==> src/rtl/dtk_pkg.sv <==
// Package for the top-k keeper: sizes, mode and status codes, and the command
// that passes from the front end to the back end.
// No dependencies.
package dtk_pkg;

	localparam int KEEP_DEPTH = 32;
	localparam int SEEN_DEPTH = 256;
	localparam int KIDX_W = $clog2(KEEP_DEPTH);
	localparam int KCNT_W = $clog2(KEEP_DEPTH + 1);
	localparam int SIDX_W = $clog2(SEEN_DEPTH);
	localparam int SCNT_W = $clog2(SEEN_DEPTH + 1);
	localparam int QDEPTH = 2;

	typedef enum logic [1:0] {
		MODE_PUSH  = 2'd0,
		MODE_DRAIN = 2'd1,
		MODE_CLEAR = 2'd2,
		MODE_NONE  = 2'd3
	} mode_t;

	typedef enum logic [2:0] {
		ST_INSERTED  = 3'd0,
		ST_REPLACED  = 3'd1,
		ST_REJECTED  = 3'd2,
		ST_DUPLICATE = 3'd3,
		ST_SEEN_FULL = 3'd4,
		ST_DRAINED   = 3'd5,
		ST_EMPTY     = 3'd6,
		ST_CLEARED   = 3'd7
	} status_t;

	// Command from the front end: a classified push, a drain or a clear.
	typedef struct packed {
		mode_t        mode;
		logic         is_new;   // push with a key not seen before and room to record it
		status_t      pre_st;   // duplicate or seen full when is_new is low
		logic [63:0]  key;
		logic [31:0]  score;
		logic [15:0]  tag;
	} cmd_t;

	typedef enum logic [1:0] {
		FS_IDLE = 2'd0,
		FS_SCAN = 2'd1,
		FS_PUT  = 2'd2
	} fstate_t;

	typedef enum logic [2:0] {
		BS_IDLE  = 3'd0,
		BS_FIND  = 3'd1,
		BS_SHIFT = 3'd2,
		BS_DRAIN = 3'd3,
		BS_OUT   = 3'd4
	} bstate_t;

endpackage

==> src/rtl/dtk_queue.sv <==
// Short command queue between front and back end.
// Depends on dtk_pkg.
module dtk_queue (
	input  logic           clk,
	input  logic           arst_n,
	input  logic           wr_valid,
	output logic           wr_stall,
	input  dtk_pkg::cmd_t  wr_data,
	output logic           rd_valid,
	input  logic           rd_stall,
	output dtk_pkg::cmd_t  rd_data
);
	import dtk_pkg::*;

	localparam int PW = $clog2(QDEPTH);

	cmd_t            mem_q [QDEPTH];
	logic [PW-1:0]   wp_q, rp_q;
	logic [PW:0]     cnt_q;
	logic            wr, rd;

	assign wr_stall = (cnt_q == (PW+1)'(QDEPTH));
	assign rd_valid = (cnt_q != '0);
	assign rd_data = mem_q[rp_q];
	assign wr = wr_valid && !wr_stall;
	assign rd = rd_valid && !rd_stall;

	// Pointers and count.
	always_ff @(posedge clk or negedge arst_n) begin
		if (!arst_n) begin
			wp_q <= '0;
			rp_q <= '0;
			cnt_q <= '0;
		end else begin
			if (wr) wp_q <= wp_q + 1'b1;
			if (rd) rp_q <= rp_q + 1'b1;
			cnt_q <= cnt_q + (PW+1)'(wr) - (PW+1)'(rd);
		end
	end

	// Storage.
	always_ff @(posedge clk) begin
		if (wr) mem_q[wp_q] <= wr_data;
	end

endmodule

==> config.mk <==
export PLATFORM = sky130hd
export DESIGN_NAME = dtk_queue
export DESIGN_NICKNAME = d
export VERILOG_FILES = /design/src/rtl/dtk_pkg.sv /design/src/rtl/dtk_queue.sv
export SDC_FILE = /design/constraint.sdc
export NUM_CORES = 1
export LEC_CHECK = 0
export ABC_AREA = 1
export BUFFER_PORTS_ARGS = -buffer_cell sky130_fd_sc_hd__buf_2
export CORE_ASPECT_RATIO = 1.25
export CORE_MARGIN = 5
export CORE_UTILIZATION = 40
export DETAILED_ROUTE_END_ITERATION = 16
export PLACE_DENSITY_LB_ADDON = 0.08
export SLEW_MARGIN = 20
export SYNTH_ARGS = -nofsm -noshare
export SYNTH_HDL_FRONTEND = slang
export SYNTH_SLANG_ARGS = --single-unit
export TNS_END_PERCENT = 30
==> constraint.sdc <==
create_clock -name clk -period 12.88 [get_ports clk]
set_input_delay 0 -clock clk [delete_from_list [all_inputs] [get_ports clk]]
set_output_delay 0 -clock clk [all_outputs]
set_load 0.01 [all_outputs]
# Word level (Yosys, flattened, before mapping)
# Memories as Yosys holds them, arrays and structs flattened.
# Cells that the tools add are included.
[word_totals]
register_bits = 4
mem_bits_rw = 236
inputBits = 122
out_inout_bits = 120
wordCells = 16
memories = 1
[classes]
add_sub_neg = 4
n_eq_ne = 1
n_mux = 2
n_reduce_logical = 5
[mem_list]
columns = ["memory", "words", "width", "read_ports", "rd_clocked_by_memory_dff", "write_ports", "line", "rtl"]
rows = [
  ["mem_q", 2, 118, 1, 0, 1, "dtk_queue.sv:17", "cmd_t mem_q [QDEPTH];"],
]
[ops]
columns = ["cell", "n"]
rows = [
  ["1-bit adder (second input constant)", 2],
  ["2-bit by 1-bit adder with 2-bit output", 1],
  ["2-bit equality test (second input constant)", 1],
  ["1-bit logical AND", 2],
  ["1-bit zero test", 2],
  ["1-bit 2-to-1 mux", 2],
  ["2-bit nonzero test", 1],
  ["2-bit by 1-bit subtractor with 2-bit output", 1],
]

# Depth between registers and ports, before layout
[depth]
ltp_word = 5
depth_mapped = 10
ltp_nobuf = 10

# Worst setup path after synthesis
# OpenSTA, ideal clock, no wires.
[synth_timing]
path_kind = "register to register"
startpoint = "register cnt_q[1]"
endpoint = "memory mem_q[1][0] (netlist name), enable pin"
t_arrival_ns = 5.464
required_time_ns = 12.284
setup_slack_ns = 6.820
stages_incl_launch_ff = 4
path_cell_list = "dfrtp_1 nand2_1 nand2_1 nor2_1"
[synth_via]
elab_chain_cells = 5
[synth_rtl]
columns = ["element", "line", "rtl"]
rows = [
  ["start, declared", "dtk_queue.sv:19", "logic [PW:0] cnt_q;"],
  ["start signal, assigned", "dtk_queue.sv:37", "cnt_q <= cnt_q + (PW+1)'(wr) - (PW+1)'(rd);"],
  ["2-bit equality test", "dtk_queue.sv:22", "assign wr_stall = (cnt_q == (PW+1)'(QDEPTH));"],
  ["1-bit zero test", "dtk_queue.sv:25", "assign wr = wr_valid && !wr_stall;"],
  ["1-bit logical AND", "dtk_queue.sv:25", ""],
  ["1-bit 2-to-1 mux", "dtk_queue.sv:43", "if (wr) mem_q[wp_q] <= wr_data;"],
  ["1-bit 2-to-1 mux (implied by the code)", "dtk_queue.sv:43", ""],
  ["end, declared", "dtk_queue.sv:17", ""],
]
# Every way passes these cells.

==> run_results.csv <==
group,metric,value,unit
outcome,status,"completed",
floorplanning,core,0.0221,mm^2
cts,post_cts_resized,0,
cts,numCtsBuffers,24,
route,drtIter0Drc,258,
setup_path,start_kind,"flip-flop",
timing,max-slew-margin-rel,37.4,%
cts,post_cts_buffers,0,
timing,min_period,2.92,ns
setup_path,cp_data_arrival_time,2.92,ns
setup_path,end_kind,"primary output",
global_route,gr-total-overflow,0,
timing,period_share,22.7,%
placed_design,gp_congestion,0.716,
setup_path,path_delay_family,"buffers and inverters",
yosys,async_flop_share,1.67,%
min_path,min_path_type,"input pin to flip-flop",
power_and_ir_drop,p_int,1.73,mW
timing,max_freq,0.343,GHz
power_and_ir_drop,power.share.clock,25.7,%
cts,clock_path_buffers,3,
layout,final_cell_area,0.0122,mm^2
yosys,synth_seq_cells,240,
yosys,synth_top_area_share,79.3,%
route,wirelength,20500,um
setup_path,cp.required,12.88,ns
setup_path,cp_cell_sequence,"inv_4 > buf_4 > nand2_1 > nand2_1 > buf_2",
timing,fin_tns_setup,0,ns
route,first_pass_iters,4,
route,route.vias.total,5884,
layout,drive_gt1_share,27.2,%
timing,hold_viol_final,0,
timing,skew,0.00969,ns
placed_design,hpwl,12600,um
setup_path,crit_buf_inv,3,
global_route,grt_max_degree,69,
setup_path,cpMaxStageDelayCell,"dfrtp_4",
timing,setup_viol,0,
route,wl_per_cell,15.5,um
setup_path,cpMostUsedCell,"nand2_1",
placed_design,port_buffers,241,
floorplanning,std_cell_rows,61,
floorplanning,ios,242,
power_and_ir_drop,p_leak,5.28,nW
yosys,yosysMostFrequentCell,"nand2_1",
floorplanning,die_w,144,um
yosys,synthTopCellsByCount,"nand2_1, edfxtp_1, buf_6",
cts,postCtsHoldBufs,122,
cts,cts_root_buf,"clkbuf_16",
yosys,yosys-top-cells-area,"edfxtp_1, nand2_1, buf_6, dfrtp_1, inv_1",
power_and_ir_drop,ir_drop,0.215,mV
yosys,synth_edf_count,236,
yosys,syn-mean-instance-area,13.7,um^2
power_and_ir_drop,swShare,33.4,%
timing,whs,0.217,ns
floorplanning,die_y,177,um
route,postRouteAntennaNets,0,
floorplanning,start_util,40.4,%
yosys,synth_flop_cell,"edfxtp_1",
layout,nets,1142,
power_and_ir_drop,p_per_area,212,mW/mm^2
cts,cts.sinks,240,
yosys,synth_nets,774,
setup_path,rrSetupSlack,10.25,ns
global_route,grt_usage,15.7,%
layout,syn2layout_area_growth,37.0,%
timing,report.final.slew_viol_count,0,
yosys,yosysTopAreaCell,"edfxtp_1",
cts,clkSlewWorstSetupHoldPaths,0.06,ns
yosys,synth_seq_area_share,80.4,%
yosys,ys_warn_count,0,
cts,cts_tree,"built",
layout,antennaDiodeCount,0,
placed_design,placed_cell_area,0.0103,mm^2
timing,rsz0062_at_grt,"no",
cts,cts_max_level,1,
job,max_cap_violations,0,
global_route,antenna_found_initial,0,
yosys,ys_types,10,
power_and_ir_drop,seqPwrFrac,43.8,%
global_route,grt_pass1_vias,6239,
cts,insertion_delay,0.50,ns
route,viasPerCell,4.46,
setup_path,critical_path.max_stage_delay,0.73,ns
power_and_ir_drop,switchingPower,0.864,mW
setup_path,crit_fanout,63,
global_route,grt_pass1_wl,31600,um
yosys,syn_area,0.00893,mm^2
floorplanning,die-area,0.0254,mm^2
timing,tightest_slew,0.940,ns
yosys,synth_cells,650,
power_and_ir_drop,combPwrFrac,30.5,%
route,drc,0,
setup_path,critPathKind,"flip-flop to primary output",
==> through the flow <==
step,std cells,util [%],setup WS [ns],power (mW)
2_1_floorplan,650,-,6.82,1.66
3_3_place_gp,1153,46.4,10.29,1.92
3_5_place_dp,1153,46.4,10.25,1.94
4_1_cts,1318,55.3,9.84,2.64
5_1_grt,1318,55.3,9.70,2.76
6_report,1318,55.3,9.96,2.59
==> final timing paths <==
| kind | from | end | cells past startpoint |
|---|---|---|---|
| worst max-delay path | rp_q | rd_data[49] | 5 |
| worst min-delay path | wr_data[96] | mem_q[0][96] | 2 |
| worst max register to register | cnt_q[1] | mem_q[1][17] | 5 |
| worst min register to register | wp_q | wp_q | 2 |
| max in group asynchronous | arst_n | rp_q | 3 |
| min in group asynchronous | arst_n | wp_q | 3 |
==> power groups by stage <==
stage | combinational [mW] | clock, mW | sequential [mW]
2_1_floorplan | 0.524 | 0 | 1.14
3_3_place_gp | 0.778 | 0 | 1.15
3_5_place_dp | 0.785 | 0 | 1.15
4_1_cts | 0.818 | 0.686 | 1.14
5_1_grt | 0.892 | 0.721 | 1.15
6_report | 0.791 | 0.666 | 1.13
==> worst reg2reg max path, cell delays in order (launching register included) <==
cell and delay, ns:
dfrtp_1 0.40, nand2_1 0.12, nand2_1 0.13, nor2_4 0.09, buf_4 0.69, buf_4 0.79
==> state kept, by name, summed over array words and instances (netlist names) <==
register	count
cnt_q	2
wp_q	1
mem_q	236
rp_q	1
==> cells by family (layout without fill, tap and decap cells) <==
family	count (synthesis)	count (layout)	synth area share, %
buf+inv	37	422	3.65
flops	240	240	80.4
fa+ha+maj	2	2	0.280
simple gates	371	371	15.6
==> area by class of cell <==
cell class	count	area, um^2
Timing Repair Buffer	368	2460
Tap cell	283	354
Sequential cell	240	7190
Fill cell	1887	9890
Clock inverter	13	111
Inverter	11	46.3
Multi-Input combinational cell	373	1430
Clock buffer	30	644
==> metal layers <==
| layer | wire, um | GRT usage, % |
|---|---|---|
| met1 | 7880 | 18.6 |
| met2 | 10400 | 27.9 |
| met3 | 1800 | 4.73 |
| met4 | 395 | 3.89 |
| met5 | 0 | 0 |
==> cells in the final DEF, fill, tap and decap left out <==
cell / synthesis / final
nand2_1: 367 / 367
buf_2: 0 / 241
edfxtp_1: 236 / 236
dlygate4sd3_1: 0 / 122
clkbuf_16: 0 / 25
inv_1: 10 / 9
clkinv_1: 0 / 6
clkbuf_1: 0 / 5
buf_4: 2 / 5
clkinv_2: 0 / 4
nand3_1: 3 / 3
dfrtp_1: 4 / 3
inv_4: 0 / 2
ha_1: 2 / 2
bufinv_16: 0 / 2
nor2_4: 0 / 1
clkinv_4: 0 / 1
dfrtp_4: 0 / 1
No activity file was read; power rests on OpenSTA's default activity.
